[src/rtl/iept_pkg.sv]
// Package: shared constants and types for the input event pointer tracker.
package iept_pkg;

    localparam int RawW  = 32;
    localparam int DispW = 15;
    localparam int KeyW  = 3;
    localparam int CfgIdxW = 3;

    localparam logic [15:0] EVT_KEY = 16'd1;
    localparam logic [15:0] EVT_REL = 16'd2;
    localparam logic [15:0] EVT_ABS = 16'd3;

    localparam logic [15:0] CODE_AXIS_X    = 16'h0000;
    localparam logic [15:0] CODE_AXIS_Y    = 16'h0001;
    localparam logic [15:0] CODE_SLOT      = 16'h002F;
    localparam logic [15:0] CODE_MT_X      = 16'h0035;
    localparam logic [15:0] CODE_MT_Y      = 16'h0036;
    localparam logic [15:0] CODE_TRACK     = 16'h0039;
    localparam logic [15:0] CODE_BTN_LEFT  = 16'h0110;
    localparam logic [15:0] CODE_BTN_TOUCH = 16'h014A;

    localparam logic [1:0] MODE_POINTER = 2'd0;
    localparam logic [1:0] MODE_KEYPAD  = 2'd1;

    localparam logic [CfgIdxW-1:0] REG_DEVICE_MODE = 3'd0;
    localparam logic [CfgIdxW-1:0] REG_SWAP_AXES   = 3'd1;
    localparam logic [CfgIdxW-1:0] REG_X_MIN       = 3'd2;
    localparam logic [CfgIdxW-1:0] REG_X_MAX       = 3'd3;
    localparam logic [CfgIdxW-1:0] REG_Y_MIN       = 3'd4;
    localparam logic [CfgIdxW-1:0] REG_Y_MAX       = 3'd5;
    localparam logic [CfgIdxW-1:0] REG_DISP_W      = 3'd6;
    localparam logic [CfgIdxW-1:0] REG_DISP_H      = 3'd7;

    localparam logic KIND_POINTER = 1'b0;
    localparam logic KIND_KEYPAD  = 1'b1;

    typedef struct packed {
        logic             op;
        logic [15:0]      event_type;
        logic [15:0]      event_code;
        logic [RawW-1:0]  event_value;
    } in_item_t;

    typedef struct packed {
        logic             report_kind;
        logic [DispW-1:0] point_x;
        logic [DispW-1:0] point_y;
        logic             pressed;
        logic [KeyW-1:0]  key_code;
    } out_item_t;

    typedef struct packed {
        logic [CfgIdxW-1:0] index;
        logic [31:0]        data;
    } cfg_item_t;

    // Start, busy and done flags of one axis scaling job
    typedef struct packed {
        logic start;
        logic busy;
        logic done;
    } axis_ctl_t;

    function automatic logic [KeyW-1:0] key_map(input logic [15:0] code);
        logic [KeyW-1:0] k;
        unique case (code)
            16'd14:  k = 3'd1;
            16'd28:  k = 3'd2;
            16'd103: k = 3'd3;
            16'd105: k = 3'd4;
            16'd106: k = 3'd5;
            16'd108: k = 3'd6;
            default: k = 3'd0;
        endcase
        return k;
    endfunction

endpackage

[src/rtl/iept_if.sv]
// Interfaces: valid/ready channels for items and configuration writes.
interface iept_in_if;
    logic               valid;
    logic               ready;
    iept_pkg::in_item_t data;
    modport source (output valid, output data, input ready);
    modport sink   (input valid, input data, output ready);
endinterface

interface iept_out_if;
    logic                valid;
    logic                ready;
    iept_pkg::out_item_t data;
    modport source (output valid, output data, input ready);
    modport sink   (input valid, input data, output ready);
endinterface

interface iept_cfg_if;
    logic                valid;
    logic                ready;
    iept_pkg::cfg_item_t data;
    modport source (output valid, output data, input ready);
    modport sink   (input valid, input data, output ready);
endinterface

[src/rtl/input_event_pointer_tracker.sv]
// Top level: event decode, pointer state, poll scaling and report output.
//
//  channel | dir | payload                                   | accept
//  in_ch   | in  | op, event_type, event_code, event_value     | valid && ready
//  out_ch  | out | report_kind, point_x, point_y, pressed, key | valid && ready
//  cfg_ch  | in  | index (3 bits), data (32 bits)              | valid && ready
//
// An event is taken when the block is idle with no report pending; a report holds input off until it is taken.
// A pointer poll runs both axes together through bit-serial scalers: multiply, divide
// and clamp steps, then the report is registered; an unscaled poll goes straight to the clamp.
// No new item is accepted during a poll or while a report waits for the receiver,
// so receiver stalls hold off the input.
// Reset is asynchronous, active low, and clears state and configuration.
module input_event_pointer_tracker (
    input logic clk,
    input logic rst_n,
    iept_in_if.sink    in_ch,
    iept_out_if.source out_ch,
    iept_cfg_if.sink   cfg_ch
);
    typedef enum logic [1:0] {S_IDLE, S_POLL, S_WAIT} state_t;

    state_t state_reg;
    logic [1:0]  mode_reg;
    logic        swap_reg;
    logic [31:0] x_min_reg, x_max_reg, y_min_reg, y_max_reg;
    logic [iept_pkg::DispW-1:0] disp_w_reg, disp_h_reg;
    logic [31:0] raw_x_reg, raw_y_reg;
    logic        other_reg, press_reg;
    logic [iept_pkg::KeyW-1:0] key_reg;
    logic        ovalid_reg;
    iept_pkg::out_item_t odata_reg;

    iept_pkg::in_item_t it;
    logic acc, start, to_y;
    iept_pkg::axis_ctl_t cx, cy;
    logic [iept_pkg::DispW-1:0] px, py;
    logic [iept_pkg::KeyW-1:0] km;

    assign it    = in_ch.data;
    assign in_ch.ready = (state_reg == S_IDLE) && !ovalid_reg;
    assign acc   = in_ch.valid && in_ch.ready;
    assign start = acc && it.op && (mode_reg == iept_pkg::MODE_POINTER);
    assign cfg_ch.ready = 1'b1;
    assign km = iept_pkg::key_map(it.event_code);

    // Target axis after optional swap
    assign to_y = ((it.event_code == iept_pkg::CODE_AXIS_Y) ||
                   (it.event_code == iept_pkg::CODE_MT_Y)) ^ swap_reg;

    iept_axis u_ax (
        .clk(clk), .rst_n(rst_n), .start(start), .raw(raw_x_reg),
        .mn(x_min_reg), .mx(x_max_reg), .size(disp_w_reg),
        .scale(x_max_reg != '0), .ctl(cx), .result(px)
    );
    iept_axis u_ay (
        .clk(clk), .rst_n(rst_n), .start(start), .raw(raw_y_reg),
        .mn(y_min_reg), .mx(y_max_reg), .size(disp_h_reg),
        .scale(x_max_reg != '0), .ctl(cy), .result(py)
    );

    // Hold configuration
    always_ff @(posedge clk or negedge rst_n)
    begin
        if (!rst_n)
        begin
            mode_reg <= '0; swap_reg <= 1'b0;
            x_min_reg <= '0; x_max_reg <= '0; y_min_reg <= '0; y_max_reg <= '0;
            disp_w_reg <= 15'd800; disp_h_reg <= 15'd480;
        end
        else if (cfg_ch.valid)
        begin
            unique case (cfg_ch.data.index)
                iept_pkg::REG_DEVICE_MODE: mode_reg <= cfg_ch.data.data[1:0];
                iept_pkg::REG_SWAP_AXES:   swap_reg <= cfg_ch.data.data[0];
                iept_pkg::REG_X_MIN:       x_min_reg <= cfg_ch.data.data;
                iept_pkg::REG_X_MAX:       x_max_reg <= cfg_ch.data.data;
                iept_pkg::REG_Y_MIN:       y_min_reg <= cfg_ch.data.data;
                iept_pkg::REG_Y_MAX:       y_max_reg <= cfg_ch.data.data;
                iept_pkg::REG_DISP_W:      disp_w_reg <= cfg_ch.data.data[14:0];
                iept_pkg::REG_DISP_H:      disp_h_reg <= cfg_ch.data.data[14:0];
                default: ;
            endcase
        end
    end

    // Decode items, advance pointer state and hold the result
    always_ff @(posedge clk or negedge rst_n)
    begin
        if (!rst_n)
        begin
            state_reg <= S_IDLE;
            raw_x_reg <= '0; raw_y_reg <= '0;
            other_reg <= 1'b0; press_reg <= 1'b0; key_reg <= '0;
            ovalid_reg <= 1'b0;
        end
        else
        begin
            if (ovalid_reg && out_ch.ready)
                ovalid_reg <= 1'b0;
            unique case (state_reg)
                S_IDLE:
                begin
                    if (acc && it.op)
                    begin
                        if (mode_reg == iept_pkg::MODE_KEYPAD)
                        begin
                            odata_reg <= '{iept_pkg::KIND_KEYPAD, '0, '0, press_reg, key_reg};
                            ovalid_reg <= 1'b1;
                        end
                        else if (mode_reg == iept_pkg::MODE_POINTER)
                            state_reg <= S_POLL;
                    end
                    else if (acc)
                    begin
                        priority if (it.event_type == iept_pkg::EVT_REL)
                        begin
                            if (it.event_code == iept_pkg::CODE_AXIS_X ||
                                it.event_code == iept_pkg::CODE_AXIS_Y)
                            begin
                                if (to_y) raw_y_reg <= raw_y_reg + it.event_value;
                                else      raw_x_reg <= raw_x_reg + it.event_value;
                            end
                        end
                        else if (it.event_type == iept_pkg::EVT_ABS)
                        begin
                            priority if (it.event_code == iept_pkg::CODE_SLOT)
                                other_reg <= (it.event_value != '0);
                            else if (other_reg)
                                ;
                            else if (it.event_code == iept_pkg::CODE_AXIS_X ||
                                     it.event_code == iept_pkg::CODE_MT_X ||
                                     it.event_code == iept_pkg::CODE_AXIS_Y ||
                                     it.event_code == iept_pkg::CODE_MT_Y)
                            begin
                                if (to_y) raw_y_reg <= it.event_value;
                                else      raw_x_reg <= it.event_value;
                            end
                            else if (it.event_code == iept_pkg::CODE_TRACK)
                                press_reg <= (it.event_value != '1);
                            else
                                ;
                        end
                        else if (it.event_type == iept_pkg::EVT_KEY)
                        begin
                            priority if (it.event_code == iept_pkg::CODE_BTN_LEFT ||
                                         it.event_code == iept_pkg::CODE_BTN_TOUCH)
                            begin
                                if (it.event_value == 32'd0)      press_reg <= 1'b0;
                                else if (it.event_value == 32'd1) press_reg <= 1'b1;
                            end
                            else if (mode_reg == iept_pkg::MODE_KEYPAD)
                            begin
                                press_reg <= (it.event_value != '0);
                                key_reg   <= km;
                                odata_reg <= '{iept_pkg::KIND_KEYPAD, '0, '0,
                                               (it.event_value != '0), km};
                                ovalid_reg <= 1'b1;
                            end
                            else
                                ;
                        end
                        else
                            ;
                    end
                end
                S_POLL:
                    state_reg <= S_WAIT;
                S_WAIT:
                begin
                    if (!cx.busy && !cy.busy)
                    begin
                        odata_reg <= '{iept_pkg::KIND_POINTER, px, py, press_reg, '0};
                        ovalid_reg <= 1'b1;
                        state_reg <= S_IDLE;
                    end
                end
                default: state_reg <= S_IDLE;
            endcase
        end
    end

    assign out_ch.valid = ovalid_reg;
    assign out_ch.data  = odata_reg;

    a_no_accept_busy: assert property (@(posedge clk) disable iff (!rst_n)
        (state_reg != S_IDLE) |-> !in_ch.ready)
        else $error("item accepted during poll");
    a_axes_together: assert property (@(posedge clk) disable iff (!rst_n)
        cx.start |-> cy.start)
        else $error("axis scalers started apart");
    a_poll_result: assert property (@(posedge clk) disable iff (!rst_n)
        (state_reg == S_WAIT && !cx.busy && !cy.busy) |=> ovalid_reg)
        else $error("poll finished without result");
endmodule

[src/rtl/iept_axis.sv]
// Bit-serial axis scaler: (raw-min)*size/(max-min) or raw, then clamp.
module iept_axis (
    input  logic                       clk,
    input  logic                       rst_n,
    input  logic                       start,
    input  logic [iept_pkg::RawW-1:0]  raw,
    input  logic [iept_pkg::RawW-1:0]  mn,
    input  logic [iept_pkg::RawW-1:0]  mx,
    input  logic [iept_pkg::DispW-1:0] size,
    input  logic                       scale,
    output iept_pkg::axis_ctl_t        ctl,
    output logic [iept_pkg::DispW-1:0] result
);
    // Numerator magnitude up to 33+15 bits
    localparam int NumW = iept_pkg::RawW + 1 + iept_pkg::DispW;
    localparam int DenW = iept_pkg::RawW + 1;
    localparam int CntW = $clog2(NumW + 1);

    typedef enum logic [1:0] {S_IDLE, S_MUL, S_DIV, S_CLAMP} state_t;

    state_t              state_reg;
    logic [CntW-1:0]     cnt_reg;
    logic [NumW-1:0]     acc_reg;      // product, then quotient
    logic [DenW-1:0]     mcand_reg;    // |raw - min|
    logic [iept_pkg::DispW-1:0] mplier_reg;
    logic [DenW-1:0]     den_reg;      // |max - min|
    logic [DenW:0]       rem_reg;
    logic                neg_reg;
    logic                pass_reg;
    logic signed [DenW-1:0] rawv_reg;
    logic [iept_pkg::DispW-1:0] res_reg;
    logic                done_reg;

    logic signed [DenW-1:0] r_s, lo_s, hi_s, dn_s, dd_s;
    logic [DenW:0]       rem_shift;
    logic [DenW:0]       rem_sub;
    logic [NumW-1:0]     add_val;
    logic signed [NumW:0] v_s;
    logic                ge;

    assign r_s  = DenW'(signed'(raw));
    assign lo_s = DenW'(signed'(mn));
    assign hi_s = DenW'(signed'(mx));
    assign dn_s = r_s - lo_s;
    assign dd_s = hi_s - lo_s;

    // One multiplier bit per cycle: shift-add from the top bit
    assign add_val = mplier_reg[iept_pkg::DispW-1] ? NumW'(mcand_reg) : '0;
    // One quotient bit per cycle: restoring division
    assign rem_shift = {rem_reg[DenW-1:0], acc_reg[NumW-1]};
    assign rem_sub   = rem_shift - {1'b0, den_reg};
    assign ge        = !rem_sub[DenW];

    always_comb
    begin
        if (pass_reg)
            v_s = (NumW + 1)'(rawv_reg);
        else if (neg_reg)
            v_s = -signed'({1'b0, acc_reg});
        else
            v_s = signed'({1'b0, acc_reg});
    end

    always_ff @(posedge clk or negedge rst_n)
    begin
        if (!rst_n)
        begin
            state_reg <= S_IDLE;
            done_reg  <= 1'b0;
        end
        else
        begin
            done_reg <= 1'b0;
            unique case (state_reg)
                S_IDLE:
                begin
                    if (start)
                    begin
                        rawv_reg   <= r_s;
                        pass_reg   <= !(scale && (hi_s != lo_s));
                        neg_reg    <= dn_s[DenW-1] ^ dd_s[DenW-1];
                        mcand_reg  <= dn_s[DenW-1] ? DenW'(-dn_s) : DenW'(dn_s);
                        den_reg    <= dd_s[DenW-1] ? DenW'(-dd_s) : DenW'(dd_s);
                        mplier_reg <= size;
                        acc_reg    <= '0;
                        rem_reg    <= '0;
                        cnt_reg    <= CntW'(iept_pkg::DispW);
                        state_reg  <= (scale && (hi_s != lo_s)) ? S_MUL : S_CLAMP;
                    end
                end
                S_MUL:
                begin
                    acc_reg    <= {acc_reg[NumW-2:0], 1'b0} + add_val;
                    mplier_reg <= {mplier_reg[iept_pkg::DispW-2:0], 1'b0};
                    cnt_reg    <= cnt_reg - 1'b1;
                    if (cnt_reg == CntW'(1))
                    begin
                        cnt_reg   <= CntW'(NumW);
                        state_reg <= S_DIV;
                    end
                end
                S_DIV:
                begin
                    rem_reg <= ge ? rem_sub : rem_shift;
                    acc_reg <= {acc_reg[NumW-2:0], ge};
                    cnt_reg <= cnt_reg - 1'b1;
                    if (cnt_reg == CntW'(1))
                        state_reg <= S_CLAMP;
                end
                S_CLAMP:
                begin
                    if (size == '0 || v_s < 0)
                        res_reg <= '0;
                    else if (v_s >= signed'((NumW + 1)'(size)))
                        res_reg <= size - 1'b1;
                    else
                        res_reg <= v_s[iept_pkg::DispW-1:0];
                    done_reg  <= 1'b1;
                    state_reg <= S_IDLE;
                end
                default: state_reg <= S_IDLE;
            endcase
        end
    end

    assign ctl.start = start;
    assign ctl.busy  = (state_reg != S_IDLE);
    assign ctl.done  = done_reg;
    assign result    = res_reg;

    a_done_after_clamp: assert property (@(posedge clk) disable iff (!rst_n)
        done_reg |-> $past(state_reg) == S_CLAMP)
        else $error("done without clamp step");
    a_no_start_busy: assert property (@(posedge clk) disable iff (!rst_n)
        (state_reg == S_DIV) |=> (state_reg == S_DIV || state_reg == S_CLAMP))
        else $error("divide left early");
    a_clamp_range: assert property (@(posedge clk) disable iff (!rst_n)
        done_reg && size != '0 |-> res_reg < size)
        else $error("clamp out of range");
endmodule

[src/flat_wrapper.sv]
// flat-port wrapper written by rule: the top's interface ports become plain ports
module input_event_pointer_tracker_flat 
  (clk, rst_n, in_ch_valid, in_ch_data, in_ch_ready, out_ch_valid, out_ch_data, out_ch_ready, cfg_ch_valid, cfg_ch_data, cfg_ch_ready);
  iept_in_if in_ch_i ();
  iept_out_if out_ch_i ();
  iept_cfg_if cfg_ch_i ();
  input logic clk;
  input logic rst_n;
  input wire logic [$bits(in_ch_i.valid)-1:0] in_ch_valid;
  input wire logic [$bits(in_ch_i.data)-1:0] in_ch_data;
  output wire logic [$bits(in_ch_i.ready)-1:0] in_ch_ready;
  output wire logic [$bits(out_ch_i.valid)-1:0] out_ch_valid;
  output wire logic [$bits(out_ch_i.data)-1:0] out_ch_data;
  input wire logic [$bits(out_ch_i.ready)-1:0] out_ch_ready;
  input wire logic [$bits(cfg_ch_i.valid)-1:0] cfg_ch_valid;
  input wire logic [$bits(cfg_ch_i.data)-1:0] cfg_ch_data;
  output wire logic [$bits(cfg_ch_i.ready)-1:0] cfg_ch_ready;
  assign in_ch_i.valid = in_ch_valid;
  assign in_ch_i.data = in_ch_data;
  assign in_ch_ready = in_ch_i.ready;
  assign out_ch_valid = out_ch_i.valid;
  assign out_ch_data = out_ch_i.data;
  assign out_ch_i.ready = out_ch_ready;
  assign cfg_ch_i.valid = cfg_ch_valid;
  assign cfg_ch_i.data = cfg_ch_data;
  assign cfg_ch_ready = cfg_ch_i.ready;
  input_event_pointer_tracker u_core (.clk(clk), .rst_n(rst_n), .in_ch(in_ch_i), .out_ch(out_ch_i), .cfg_ch(cfg_ch_i));
endmodule
[config.mk]
export PLATFORM = sky130hd
export DESIGN_NAME = input_event_pointer_tracker_flat
export DESIGN_NICKNAME = d
export VERILOG_FILES = /design/src/rtl/iept_pkg.sv /design/src/rtl/iept_if.sv /design/src/rtl/input_event_pointer_tracker.sv /design/src/rtl/iept_axis.sv /design/src/flat_wrapper.sv
export SDC_FILE = /design/constraint.sdc
export NUM_CORES = 2
export LEC_CHECK = 0
export BUFFER_PORTS_ARGS = -buffer_cell sky130_fd_sc_hd__buf_2
export CORE_MARGIN = 1.5
export CORE_UTILIZATION = 55
export CTS_BUF_LIST = sky130_fd_sc_hd__clkbuf_8 sky130_fd_sc_hd__clkbuf_16
export DETAILED_ROUTE_END_ITERATION = 8
export PLACE_DENSITY = 0.79
export SLEW_MARGIN = 10
export SYNTH_ARGS = -nofsm -noshare
export SYNTH_HDL_FRONTEND = slang
export SYNTH_SLANG_ARGS = --single-unit
[constraint.sdc]
create_clock -name clk -period 10 [get_ports clk]
set_clock_uncertainty 0.2 [all_clocks]
set_input_delay 1.5 -clock clk [delete_from_list [all_inputs] [get_ports clk]]
set_output_delay 1.5 -clock clk [all_outputs]
set_load 0.005 [all_outputs]
==> flow_metrics.env <==
export IMPL_synthSimpleGateAreaFrac_pct=18.11
export IMPL_finalHoldViolCount=0
export IMPL_cts_resized_gates=0
export IMPL_antenna_found_initial=42
export IMPL_hpwlAfterDp_um=111400
export IMPL_vias=45130
export IMPL_path_max_fanout=33
export IMPL_cts_hold_buffers_added=0
export IMPL_yosys_area_share_adder_pct=9.170
export IMPL_worst_pin_slew_ns=1.281
export IMPL_async_reset_ff_share_pct=33.57
export IMPL_drive_gt1_share_pct=8.824
export IMPL_synth_ff_type="edfxtp_1"
export IMPL_fillCellCount=8033
export IMPL_io_pins=143
export IMPL_clk_path_buf_depth=3
export IMPL_syn_nets=6206
export IMPL_wire_per_inst_um=21.10
export IMPL_drtPass1Iterations=6
export IMPL_worstReg2RegEnd="u_core.u_ax.acc_reg[45]"
export IMPL_clock_root_buffer="clkbuf_16"
export IMPL_start_kind="flop"
export IMPL_synth_cell_types=97
export IMPL_vias_per_cell=6.354
export IMPL_synth_top_family_by_area="compound AO/OA/AOI/OAI gates"
export IMPL_rr_startpoint="u_core.u_ax.mplier_reg[14]"
export IMPL_grt_max_degree=87
export IMPL_r2r_cells=15
export IMPL_synth_top_area_share_pct=26.67
export IMPL_maxCapViolCount=0
export IMPL_portBuffers=141
export IMPL_synth_compound_area_share_pct=19.31
export IMPL_finalSetupTns_ns=0
export IMPL_die_height_um=312.9
export IMPL_cp_end_kind="flop"
export IMPL_postRouteAntennaNets=0
export IMPL_ff2ff_setup_slack_ns=4.44
export IMPL_yosysMostFrequentCell="nand2_1"
export IMPL_grt_setup_unrepaired="no"
export IMPL_synthTopCellsByCount="nand2_1, edfxtp_1, o21ai_0"
export IMPL_setup_viol=0
export IMPL_yosysSeqAreaShare_pct=37.92
export IMPL_core_um2=95010
export IMPL_yosys_area_top_type="edfxtp_1"
export IMPL_syn_inst=5720
export IMPL_fmax_mhz=179.8
export IMPL_h_tree_depth=3
export IMPL_required_ns=10.18
export IMPL_first_global_vias=42000
export IMPL_die_area_um2=97880
export IMPL_drc=0
export IMPL_synth_warnings=0
export IMPL_hold_class="reg -> reg"
export IMPL_postCtsSetupBuffers=0
export IMPL_yosys_register_bits=706
export IMPL_outcome="complete, no violations"
export IMPL_period_minus_slack_ns=5.563
export IMPL_fin_nets=6245
export IMPL_clk_pin_slew_ns=0.06
export IMPL_drv_slew=0
export IMPL_ir_worst_vdd_mv=0.1663
export IMPL_clock_sinks=706
export IMPL_gp_congestion=0.9645
export IMPL_synth_edff_count=469
export IMPL_muxShareOfSynthArea_pct=4.497
export IMPL_relSlewSlack_pct=14.20
export IMPL_final_seq_area_um2=20020
export IMPL_gr_total_overflow=0
export IMPL_drt_iter0_markers=5077
export IMPL_synthXorXnorAreaFrac_pct=7.016
export IMPL_rows=113
export IMPL_wl_um=149800
export IMPL_setup_slack_ns=4.437
export IMPL_min_from="u_core.raw_x_reg[0]"
export IMPL_synthTopCellsByArea="edfxtp_1, dfrtp_1, ha_1"
export IMPL_cts_tree="yes"
export IMPL_hold_end="u_core.u_ax.rawv_reg[0]"
export IMPL_crit_arrival_ns=5.74
export IMPL_place_ws_ns=4.645
export IMPL_path_class="reg -> reg"
export IMPL_p_leak_uw=0.02390
export IMPL_clk_insertion_delay_late_ns=0.66
export IMPL_track_usage_pct=29.90
export IMPL_hold_depth=0
export IMPL_fin_crit_sh_pct=55.63
export IMPL_synthesis_area_um2=52810
export IMPL_synth_area_per_cell_um2=9.232
export IMPL_grt_pass1_wl_um=233100
export IMPL_multi_input_area_um2=30800
export IMPL_cellPowerDensity_nw_per_um2=228.7
export IMPL_die_w_um=312.9
export IMPL_start_util_pct=55.58
export IMPL_cts_buffers=80
export IMPL_synthToLayoutAreaGrowth_pct=8.684
-- critical path, cell delays in order, from the launching register on --
cell and delay (ns):
edfxtp_1 0.86, and2_1 0.24, ha_1 0.19, inv_1 0.07, fa_1 0.40, nor2b_1 0.14
o21a_1 0.13, o21ai_0 0.20, a2111oi_0 0.87, o21ai_0 0.41, o21ai_0 0.40, a21oi_1 0.22
nand3b_1 0.43, o21a_1 0.30, o21ai_0 0.13, o41ai_1 0.09
-- cell usage in the layout, fill, tap and decap left out, types with 138 or more instances in the layout --
master	instances
nand2_1	470
edfxtp_1	469
o21ai_0	408
a21oi_1	375
ha_1	367
nor2_1	350
inv_1	338
xnor2_1	270
dfrtp_1	230
a21o_1	183
xor2_1	153
and2_1	144
buf_2	140
nor3_1	139
nand3_1	138
-- power by group --
group	leakage, uW	switching [uW]	internal, uW	total [uW]
combinational	0.0151	3400	2230	5630
clock	0.00143	1260	1810	3070
sequential	0.00737	513	3910	4420
-- worst max-delay path by stage --
stage | start | end | slack [ns] | cells past startpoint
final | u_core.u_ax.mplier_reg[14] | u_core.u_ax.acc_reg[45] | 4.44 | 15
after global routing | u_core.u_ax.mplier_reg[14] | u_core.u_ax.acc_reg[45] | 4.06 | 15
after CTS | u_core.u_ax.mplier_reg[14] | u_core.u_ax.acc_reg[43] | 4.64 | 15
after detailed placement | u_core.u_ax.mplier_reg[14] | u_core.u_ax.acc_reg[45] | 4.65 | 15
after global placement | u_core.u_ax.mplier_reg[14] | u_core.u_ax.acc_reg[45] | 4.82 | 15
after floorplan | in_ch_data[64] | u_core.u_ax.acc_reg[0] | 3.05 | 5
-- metal layers --
metal | track usage, % | share of wire (%)
met5 | 0 | 0.22
met4 | 9.530 | 3.3
met3 | 8.231 | 11
met2 | 45.94 | 44
met1 | 40.93 | 42
-- cell families (layout without fill, tap and decap cells) --
logic type,after synthesis,count (layout)
AND/OR/NAND/NOR,1860,1860
AO/OA/AOI/OAI,1581,1581
flip-flops,706,706
buffers and inverters,545,650
XOR/XNOR,423,423
adder cells (fa/ha/maj),381,381
multiplexers,223,223
other,1,14
-- through the flow --
stage	hold slack, ns	std cells	util (%)	area, um^2	power (uW)
2_1_floorplan	0.2506	5720	-	52810	8571
5_1_grt	0.3149	7101	60.40	57390	13880
6_report	0.2805	7103	60.41	57390	13120
3_5_place_dp	0.2825	6942	57.51	54640	9966
3_3_place_gp	0.2682	6942	57.51	54640	9791
4_1_cts	0.2807	7090	60.37	57360	13060
-- area by class of cell --
class / count / area share, %
clock buffer: 96 / 3.990
multi-input combinational: 4469 / 53.67
tap: 1265 / 2.758
inverter: 319 / 2.086
antenna: 13 / 0.05668
clock inverter: 52 / 0.7543
timing repair buffer: 183 / 1.796
sequential: 706 / 34.89
No activity file was read; power rests on OpenSTA's default activity.
